### config.mk
export PLATFORM = sky130hd
export DESIGN_NAME = running_mean_variance_core
export DESIGN_NICKNAME = d
export VERILOG_FILES = /design/src/hw/rtl/rmv_pkg.sv /design/src/hw/rtl/running_mean_variance_core.sv
export SDC_FILE = /design/constraint.sdc
export NUM_CORES = 2
export LEC_CHECK = 0
export CAP_MARGIN = 25
export CORE_ASPECT_RATIO = 0.7
export CORE_UTILIZATION = 48
export CTS_CLUSTER_DIAMETER = 200
export DETAILED_ROUTE_END_ITERATION = 12
export DONT_BUFFER_PORTS = 1
export HOLD_SLACK_MARGIN = 0.1
export PLACE_DENSITY = 0.62
export SYNTH_ARGS = -nofsm -noshare
export SYNTH_HDL_FRONTEND = slang
export SYNTH_SLANG_ARGS = --single-unit
### constraint.sdc
create_clock -name clk -period 10.1 [get_ports clk]
set_input_delay 2.02 -clock clk [delete_from_list [all_inputs] [get_ports clk]]
set_output_delay 2.02 -clock clk [all_outputs]
set_load 0.01 [all_outputs]
### src/hw/rtl/rmv_pkg.sv
// rmv_pkg: shared types and constants for the running mean / variance core.
// No dependencies; used by running_mean_variance_core.
package rmv_pkg;

	localparam int WORD_W = 64;   // internal arithmetic width, wraps as 64-bit
	localparam int HALF_W = 32;   // multiplier operand width
	localparam int OUT_W  = 32;   // width of count and mean result fields

	// restoring divider: one quotient bit per cycle
	localparam int DIV_STEPS = WORD_W;
	localparam int DIV_CNT_W = $clog2(DIV_STEPS);

	// partial products of the two 64x64 (mod 2^64) multiplications
	localparam int MUL_ISSUES = 6;
	localparam int MUL_CNT_W  = $clog2(MUL_ISSUES + 1);

	localparam logic [MUL_CNT_W-1:0] MUL_AB_LL  = MUL_CNT_W'(0);
	localparam logic [MUL_CNT_W-1:0] MUL_AB_LH  = MUL_CNT_W'(1);
	localparam logic [MUL_CNT_W-1:0] MUL_AB_HL  = MUL_CNT_W'(2);
	localparam logic [MUL_CNT_W-1:0] MUL_CD_LL  = MUL_CNT_W'(3);
	localparam logic [MUL_CNT_W-1:0] MUL_CD_LH  = MUL_CNT_W'(4);
	localparam logic [MUL_CNT_W-1:0] MUL_CD_HL  = MUL_CNT_W'(5);
	localparam logic [MUL_CNT_W-1:0] MUL_FLUSH  = MUL_CNT_W'(6);

	typedef enum logic [8:0] {
		S_IDLE   = 9'b000000001,
		S_LOAD_A = 9'b000000010,
		S_DIV_A  = 9'b000000100,
		S_MEAN   = 9'b000001000,
		S_DEV    = 9'b000010000,
		S_MUL    = 9'b000100000,
		S_LOAD_B = 9'b001000000,
		S_DIV_B  = 9'b010000000,
		S_DONE   = 9'b100000000
	} state_t;

endpackage

### src/hw/rtl/running_mean_variance_core.sv
// running_mean_variance_core: online integer mean and population variance.
// Uses rmv_pkg for constants and the sequencer state type.
//
//  channel  | handshake            | word
//  ---------+----------------------+-------------------------------------------
//  input    | in_valid / in_ready  | sample
//  output   | out_valid / out_ready| sample_count, running_mean, running_variance
//
// First sample after reset: accept, then write back.
// Later samples: two passes through the shared one-bit-per-cycle divider
// (mean, then variance) with a pass through the shared 32x32 multiplier
// and sequencing steps between them, then write back.
// arst_n clears count, mean, variance and the sequencer.
// A finished word sits in the output register; the core takes the next
// sample while it waits, and stalls at write back only if it is still held.
module running_mean_variance_core #(
	parameter int SAMPLE_WIDTH = 32,
	parameter int COUNT_WIDTH  = 32
) (
	input  logic                          clk,
	input  logic                          arst_n,
	input  logic                          in_valid,
	output logic                          in_ready,
	input  logic        [SAMPLE_WIDTH-1:0] sample,
	output logic                          out_valid,
	input  logic                          out_ready,
	output logic [rmv_pkg::OUT_W-1:0]      sample_count,
	output logic signed [rmv_pkg::OUT_W-1:0] running_mean,
	output logic signed [rmv_pkg::WORD_W-1:0] running_variance
);

	localparam int W  = rmv_pkg::WORD_W;
	localparam int H  = rmv_pkg::HALF_W;
	localparam int CW = COUNT_WIDTH;
	localparam int SW = SAMPLE_WIDTH;

	rmv_pkg::state_t state_q;

	// architectural state
	logic [CW-1:0] count_q;
	logic [SW-1:0] mean_q;
	logic [W-1:0]  var_q;

	// per-item working registers
	logic          first_q;
	logic [CW-1:0] n_q;
	logic [CW-1:0] nm1_q;
	logic [W-1:0]  x_q;
	logic [W-1:0]  dev_old_q;
	logic [W-1:0]  new_mean_q;
	logic [W-1:0]  dev_new_q;
	logic [W-1:0]  acc_q;

	// shared divider
	logic [W-1:0]                 div_quo_q;
	logic [CW-1:0]                div_rem_q;
	logic                         div_neg_q;
	logic [rmv_pkg::DIV_CNT_W-1:0] div_cnt_q;

	// shared multiplier
	logic [rmv_pkg::MUL_CNT_W-1:0] mul_cnt_q;
	logic [2*H-1:0]                mul_p_s1;
	logic                          mul_sh_s1;
	logic                          mul_vld_s1;

	logic                          out_valid_q;
	logic [rmv_pkg::OUT_W-1:0]     cnt_out_q;
	logic [rmv_pkg::OUT_W-1:0]     mean_out_q;
	logic [W-1:0]                  var_out_q;

	logic [W-1:0]  x_ext;
	logic [W-1:0]  mean_ext;
	logic [W-1:0]  nm_trunc_ext;
	logic [W-1:0]  nm1_ext;
	logic [W-1:0]  n_ext;
	logic          cnt_sat;
	logic          accept;
	logic          out_free;

	generate
		if (SW == W) begin : g_full
			assign x_ext        = sample;
			assign mean_ext     = mean_q;
			assign nm_trunc_ext = new_mean_q;
		end else begin : g_ext
			assign x_ext        = {{(W-SW){sample[SW-1]}}, sample};
			assign mean_ext     = {{(W-SW){mean_q[SW-1]}}, mean_q};
			assign nm_trunc_ext = {{(W-SW){new_mean_q[SW-1]}}, new_mean_q[SW-1:0]};
		end
	endgenerate

	assign nm1_ext  = {{(W-CW){1'b0}}, nm1_q};
	assign n_ext    = {{(W-CW){1'b0}}, n_q};
	assign cnt_sat  = (count_q == {CW{1'b1}});
	assign in_ready = (state_q == rmv_pkg::S_IDLE);
	assign accept   = in_valid && in_ready;
	assign out_free = !out_valid_q || out_ready;

	assign out_valid        = out_valid_q;
	assign sample_count     = cnt_out_q;
	assign running_mean     = mean_out_q;
	assign running_variance = var_out_q;

	// divider step: shift in next dividend bit, subtract if it fits
	logic [CW:0]   rem_sh;
	logic [CW+1:0] rem_diff;
	logic          rem_fits;
	logic [W-1:0]  div_src;
	logic [W-1:0]  div_abs;
	logic [W-1:0]  quo_signed;

	assign rem_sh   = {div_rem_q, div_quo_q[W-1]};
	assign rem_diff = {1'b0, rem_sh} - {2'b00, n_q};
	assign rem_fits = !rem_diff[CW+1];
	assign div_src  = (state_q == rmv_pkg::S_LOAD_B) ? acc_q : dev_old_q;
	assign div_abs  = div_src[W-1] ? (~div_src + W'(1)) : div_src;
	assign quo_signed = div_neg_q ? (~div_quo_q + W'(1)) : div_quo_q;

	// multiplier operand select: A=n-1, B=variance, C=dev_old, D=dev_new
	logic [H-1:0] mul_a;
	logic [H-1:0] mul_b;
	logic         mul_sh;

	always_comb begin
		mul_a  = '0;
		mul_b  = '0;
		mul_sh = 1'b0;
		case (mul_cnt_q)
			rmv_pkg::MUL_AB_LL: begin
				mul_a = nm1_ext[H-1:0];
				mul_b = var_q[H-1:0];
			end
			rmv_pkg::MUL_AB_LH: begin
				mul_a  = nm1_ext[H-1:0];
				mul_b  = var_q[W-1:H];
				mul_sh = 1'b1;
			end
			rmv_pkg::MUL_AB_HL: begin
				mul_a  = nm1_ext[W-1:H];
				mul_b  = var_q[H-1:0];
				mul_sh = 1'b1;
			end
			rmv_pkg::MUL_CD_LL: begin
				mul_a = dev_old_q[H-1:0];
				mul_b = dev_new_q[H-1:0];
			end
			rmv_pkg::MUL_CD_LH: begin
				mul_a  = dev_old_q[H-1:0];
				mul_b  = dev_new_q[W-1:H];
				mul_sh = 1'b1;
			end
			rmv_pkg::MUL_CD_HL: begin
				mul_a  = dev_old_q[W-1:H];
				mul_b  = dev_new_q[H-1:0];
				mul_sh = 1'b1;
			end
			default: begin
				mul_a  = '0;
				mul_b  = '0;
				mul_sh = 1'b0;
			end
		endcase
	end

	always_ff @(posedge clk or negedge arst_n) begin
		if (!arst_n) begin
			state_q     <= rmv_pkg::S_IDLE;
			count_q     <= '0;
			mean_q      <= '0;
			var_q       <= '0;
			first_q     <= 1'b0;
			div_cnt_q   <= '0;
			mul_cnt_q   <= '0;
			mul_vld_s1  <= 1'b0;
			out_valid_q <= 1'b0;
		end else begin
			if (state_q == rmv_pkg::S_DONE && out_free) begin
				out_valid_q <= 1'b1;
			end else if (out_valid_q && out_ready) begin
				out_valid_q <= 1'b0;
			end
			mul_vld_s1 <= (state_q == rmv_pkg::S_MUL) && (mul_cnt_q != rmv_pkg::MUL_FLUSH);
			unique case (state_q)
				rmv_pkg::S_IDLE: begin
					if (accept) begin
						count_q <= cnt_sat ? count_q : count_q + CW'(1);
						first_q <= (count_q == '0);
						state_q <= (count_q == '0) ? rmv_pkg::S_DONE : rmv_pkg::S_LOAD_A;
					end
				end
				rmv_pkg::S_LOAD_A: begin
					div_cnt_q <= '0;
					state_q   <= rmv_pkg::S_DIV_A;
				end
				rmv_pkg::S_DIV_A: begin
					div_cnt_q <= div_cnt_q + rmv_pkg::DIV_CNT_W'(1);
					if (div_cnt_q == rmv_pkg::DIV_CNT_W'(rmv_pkg::DIV_STEPS - 1)) begin
						state_q <= rmv_pkg::S_MEAN;
					end
				end
				rmv_pkg::S_MEAN: begin
					state_q <= rmv_pkg::S_DEV;
				end
				rmv_pkg::S_DEV: begin
					mul_cnt_q <= '0;
					state_q   <= rmv_pkg::S_MUL;
				end
				rmv_pkg::S_MUL: begin
					if (mul_cnt_q == rmv_pkg::MUL_FLUSH) begin
						state_q <= rmv_pkg::S_LOAD_B;
					end else begin
						mul_cnt_q  <= mul_cnt_q + rmv_pkg::MUL_CNT_W'(1);
					end
				end
				rmv_pkg::S_LOAD_B: begin
					div_cnt_q <= '0;
					state_q   <= rmv_pkg::S_DIV_B;
				end
				rmv_pkg::S_DIV_B: begin
					div_cnt_q <= div_cnt_q + rmv_pkg::DIV_CNT_W'(1);
					if (div_cnt_q == rmv_pkg::DIV_CNT_W'(rmv_pkg::DIV_STEPS - 1)) begin
						state_q <= rmv_pkg::S_DONE;
					end
				end
				rmv_pkg::S_DONE: begin
					if (out_free) begin
						if (first_q) begin
							mean_q <= x_q[SW-1:0];
							var_q  <= '0;
						end else begin
							mean_q <= new_mean_q[SW-1:0];
							var_q  <= quo_signed;
						end
						state_q     <= rmv_pkg::S_IDLE;
					end
				end
				default: begin
					state_q <= rmv_pkg::S_IDLE;
				end
			endcase
		end
	end

	// datapath registers, no reset
	always_ff @(posedge clk) begin
		if (accept) begin
			x_q       <= x_ext;
			dev_old_q <= x_ext - mean_ext;
			n_q       <= cnt_sat ? count_q : count_q + CW'(1);
			nm1_q     <= cnt_sat ? count_q - CW'(1) : count_q;
		end
		if (state_q == rmv_pkg::S_LOAD_A || state_q == rmv_pkg::S_LOAD_B) begin
			div_quo_q <= div_abs;
			div_neg_q <= div_src[W-1];
			div_rem_q <= '0;
		end
		if (state_q == rmv_pkg::S_DIV_A || state_q == rmv_pkg::S_DIV_B) begin
			div_quo_q <= {div_quo_q[W-2:0], rem_fits};
			div_rem_q <= rem_fits ? rem_diff[CW-1:0] : rem_sh[CW-1:0];
		end
		if (state_q == rmv_pkg::S_MEAN) begin
			new_mean_q <= div_neg_q ? (mean_ext - div_quo_q) : (mean_ext + div_quo_q);
		end
		if (state_q == rmv_pkg::S_DEV) begin
			dev_new_q <= x_q - new_mean_q;
			acc_q     <= '0;
		end
		if (state_q == rmv_pkg::S_MUL) begin
			mul_p_s1  <= mul_a * mul_b;
			mul_sh_s1 <= mul_sh;
		end
		if (mul_vld_s1) begin
			acc_q <= acc_q + (mul_sh_s1 ? {mul_p_s1[H-1:0], {H{1'b0}}} : mul_p_s1);
		end
		if (state_q == rmv_pkg::S_DONE && out_free) begin
			cnt_out_q <= n_ext[rmv_pkg::OUT_W-1:0];
			if (first_q) begin
				mean_out_q <= x_q[rmv_pkg::OUT_W-1:0];
				var_out_q  <= '0;
			end else begin
				mean_out_q <= nm_trunc_ext[rmv_pkg::OUT_W-1:0];
				var_out_q  <= quo_signed;
			end
		end
	end

	// a new word appears only on write back
	a_out_from_done: assert property (@(posedge clk) disable iff (!arst_n)
		$rose(out_valid_q) |-> $past(state_q == rmv_pkg::S_DONE))
		else $error("output word loaded outside write back");

	// divider remainder stays below the divisor
	a_rem_bound: assert property (@(posedge clk) disable iff (!arst_n)
		(state_q == rmv_pkg::S_MEAN || state_q == rmv_pkg::S_DONE) && !first_q
		|-> (div_rem_q < n_q))
		else $error("divider remainder not below count");

	// sample count never goes down
	a_count_mono: assert property (@(posedge clk) disable iff (!arst_n)
		1'b1 |=> (count_q >= $past(count_q)))
		else $error("sample count decreased");

	// after the last divide step of the mean the sequencer moves on
	a_div_a_exit: assert property (@(posedge clk) disable iff (!arst_n)
		(state_q == rmv_pkg::S_DIV_A) &&
		(div_cnt_q == rmv_pkg::DIV_CNT_W'(rmv_pkg::DIV_STEPS - 1))
		|=> (state_q == rmv_pkg::S_MEAN))
		else $error("mean divide did not finish in time");

endmodule

==> flow_metrics.py <==
metrics = {
    "placement": {
        "dp.cells": 10605,
        "dp_hpwl_um": 252000,
        "gp_congestion": 1.07,
        "io_buffers": 0,
    },
    "setup_path": {
        "cp-start-kind": "register",
        "required_ns": 10.54,
        "crit_top_cell": "fa_1",
        "cp.arrival_ns": 10.27,
        "end_kind": "register",
        "critical-path-top-delay-family": "adder cells",
        "critPathMaxFanout": 41,
        "crit_path_top_delay_cell": "edfxtp_1",
        "critPathBufInv": 7,
        "crit_type": "register to register",
        "cp_slowest_stage_delay_ns": 0.74,
    },
    "die": {
        "die_x_um": 489,
        "ios": 166,
        "core_um2": 164000,
        "die_h_um": 343,
        "initial_utilization": 0.486,
        "num_rows": 124,
        "die_area_um2": 168000,
    },
    "logic_synthesis": {
        "yosys_warnings": 0,
        "syn_area_um2": 79800,
        "yosysSeqAreaShare": 0.277,
        "synth_cell_types": 100,
        "ys_seq_elements": 760,
        "syn_avg_cell_area_um2": 9.25,
        "synthFlopType": "edfxtp_1",
        "synth_edf_count": 611,
        "synthArstFlopShare": 0.196,
        "syn_inst": 8625,
        "syn_nets": 10088,
    },
    "clocking": {
        "clk_pin_slew_ns": 0.06,
        "cts_tree": "built",
        "numCtsBuffers": 80,
        "clock-sinks": 760,
        "clk_latency_ns": 0.70,
        "cts_hold_buf": 0,
        "root_buffer": "clkbuf_16",
        "clockBufferDepth": 3,
        "cts_max_level": 3,
    },
    "layout": {
        "fillers": 15155,
        "layout_common_cells": "1104 x nand2_1, 1091 x inv_1, 995 x nor2_1, 901 x fa_1, 611 x edfxtp_1",
        "final_common_cell": "nand2_1",
        "nets": 9958,
        "drive_gt1_frac": 0.0646,
        "utilization": 0.527,
        "instances_no_fill": 10770,
        "area_delta_synth_final_pct": 8.31,
    },
    "detailed_routing": {
        "wl_per_cell_um": 28.9,
        "dr_total_vias": 65428,
        "routed_wl_um": 312000,
        "drtAntennaViolNets": 0,
        "drc": 0,
        "vias_per_cell": 6.08,
        "drt_iter0_drc": 9045,
        "drtPass1Iterations": 7,
    },
    "timing": {
        "setup_viol": 0,
        "drv_slew": 0,
        "timing_worst_slew_pin_value_ns": 1.15,
        "hold_violations": 0,
        "min_period_ns": 9.83,
        "clock.fmax_mhz": 102,
        "max-slew-margin-rel": 0.230,
        "rsz0062_at_grt": "yes",
        "period_share": 0.973,
        "finClkSkew_ns": 0.0537,
    },
    "grt": {
        "grt_pass1_vias": 62465,
        "globalRouteOverflowTotal": 0,
        "grt_max_degree": 162,
        "antenna_found_initial": 9,
        "grt.total_usage": 0.373,
        "grt_pass1_wl_um": 448000,
    },
    "power_and_ir_drop": {
        "p_leak_nw": 39.4,
        "power_density_nw_per_um2": 143,
        "vdd_drop_max_mv": 0.143,
    },
    "min_path": {
        "worst_hold_path_type": "register to register",
    },
    "status": {
        "status": "finished, final reports clean",
    },
    "flow_run": {
        "drv_cap": 0,
    },
}
==> sequential cells by signal (all words and copies together) (netlist names), 3 cells and up <==
register and flops:
div_rem_q 32, nm1_q 32, dev_new_q 64, div_cnt_q 6, acc_q 64, mul_cnt_q 3, state_q 9, running_mean 32
new_mean_q 64, mean_q 32, mul_p_s1 64, div_quo_q 64, sample_count 32, count_q 32, running_variance 64, var_q 64
dev_old_q 33, x_q 32, n_q 32
==> area by class of cell <==
class,count,area (um2),area share
multi-input cells,6293,52300,0.605
repair buffers,265,2320,0.0269
diodes,3,7.51,0.0000869
inverters,1095,4110,0.0476
flip-flops and latches,760,22100,0.255
clock buffers,97,2180,0.0252
clock inverters,52,712,0.00824
well taps,2205,2760,0.0319
==> report_power, final <==
| part | switching [mW] | internal, mW | leakage [nW] |
|---|---|---|---|
| Sequential | 0.580 | 3.92 | 7.70 |
| Clock | 1.41 | 1.92 | 1.40 |
| Combinational | 3.15 | 1.39 | 30.3 |
==> through the flow <==
step / hold WS [ns] / worst slack [ns] / cell area, um2 / TNS, ns / power [mW]
2_1_floorplan: 0.426 / 0.607 / 79800 / 0 / 6.86
3_3_place_gp: 0.452 / 0.166 / 83400 / 0 / 8.81
3_5_place_dp: 0.449 / 0.172 / 83400 / 0 / 8.84
4_1_cts: 0.469 / 0.173 / 86300 / 0 / 12.2
5_1_grt: 0.489 / -0.0165 / 86400 / -0.0165 / 12.7
6_report: 0.461 / 0.269 / 86400 / 0 / 12.4
==> path summary, 6_finish.rpt <==
| kind | startpoint | endpoint | slack [ns] | cells past startpoint |
|---|---|---|---|---|
| worst max-delay path | dev_old_q[62]$_DFFE_PP_ | mul_p_s1[63]$_DFFE_PP_ | 0.27 | 30 |
| worst min-delay path | n_q[28]$_DFFE_PP_ | sample_count[28]$_DFFE_PP_ | 0.46 | 0 |
| worst max register to register | dev_old_q[62]$_DFFE_PP_ | mul_p_s1[63]$_DFFE_PP_ | 0.27 | 30 |
| worst min register to register | n_q[28]$_DFFE_PP_ | sample_count[28]$_DFFE_PP_ | 0.46 | 0 |
| max in group asynchronous | arst_n | var_q[56]$_DFFE_PN0P_ | 8.74 | 0 |
| min in group asynchronous | arst_n | mean_q[5]$_DFFE_PN0P_ | 1.04 | 0 |
==> synthesized netlist by cell type (11+ instances only) <==
cell type	n	share of area
nand2_1	1106	0.052
inv_1	1094	0.051
nor2_1	998	0.047
fa_1	901	0.23
edfxtp_1	611	0.23
ha_1	526	0.082
clkbuf_1	428	0.020
a21oi_1	408	0.026
xnor2_1	340	0.037
o21ai_0	309	0.019
xor2_1	199	0.022
a21o_1	182	0.017
dfrtp_1	148	0.046
nand3_1	111	0.0070
and2_1	101	0.0079
nor3_1	101	0.0063
nor2b_1	82	0.0064
nand4_1	73	0.0057
mux2i_1	64	0.0080
nand2b_1	62	0.0049
and3_1	54	0.0042
o21bai_1	51	0.0048
o21a_1	48	0.0045
a221oi_1	46	0.0050
a31oi_1	44	0.0034
a211oi_1	40	0.0038
a221o_1	36	0.0045
mux2_2	35	0.0049
nor4_1	34	0.0027
o31ai_1	34	0.0032
buf_1	30	0.0014
or3_1	30	0.0024
a222oi_1	29	0.0036
o211ai_1	20	0.0019
or2_2	17	0.0013
buf_2	15	0.00094
o31a_1	14	0.0015
o41ai_1	14	0.0015
nand3b_1	12	0.0011
a31o_2	11	0.0012
or4_1	11	0.0010
==> timing repair <==
item / CTS / global route
endpoints found under the setup margin: 0 / 15
buffers inserted: 0 / 12
gates resized for setup: 0 / 12
==> cell families (layout without fill, tap and decap cells) <==
family | after synthesis | count (layout) | synth area share
AND/OR/NAND/NOR | 2839 | 2839 | 0.156
buffers and inverters | 1572 | 1509 | 0.0744
adder cells (fa/ha/maj) | 1427 | 1427 | 0.308
AO/OA/AOI/OAI | 1389 | 1389 | 0.113
flip-flops | 760 | 760 | 0.277
XOR/XNOR | 539 | 539 | 0.0592
multiplexers | 99 | 99 | 0.0130
other | 0 | 3 | 0
==> per-layer routing <==
| layer | part of all wire | wire [um] | vias to the layer above | GRT usage |
|---|---|---|---|---|
| li1 | - | - | 28141 | - |
| met1 | 0.44 | 136000 | 32578 | 0.564 |
| met2 | 0.37 | 115000 | 4210 | 0.470 |
| met3 | 0.16 | 50800 | 489 | 0.170 |
| met4 | 0.029 | 9170 | 10 | 0.0912 |
| met5 | 0.0019 | 592 | - | 0.0245 |
Power figures use the tool's default switching activity.
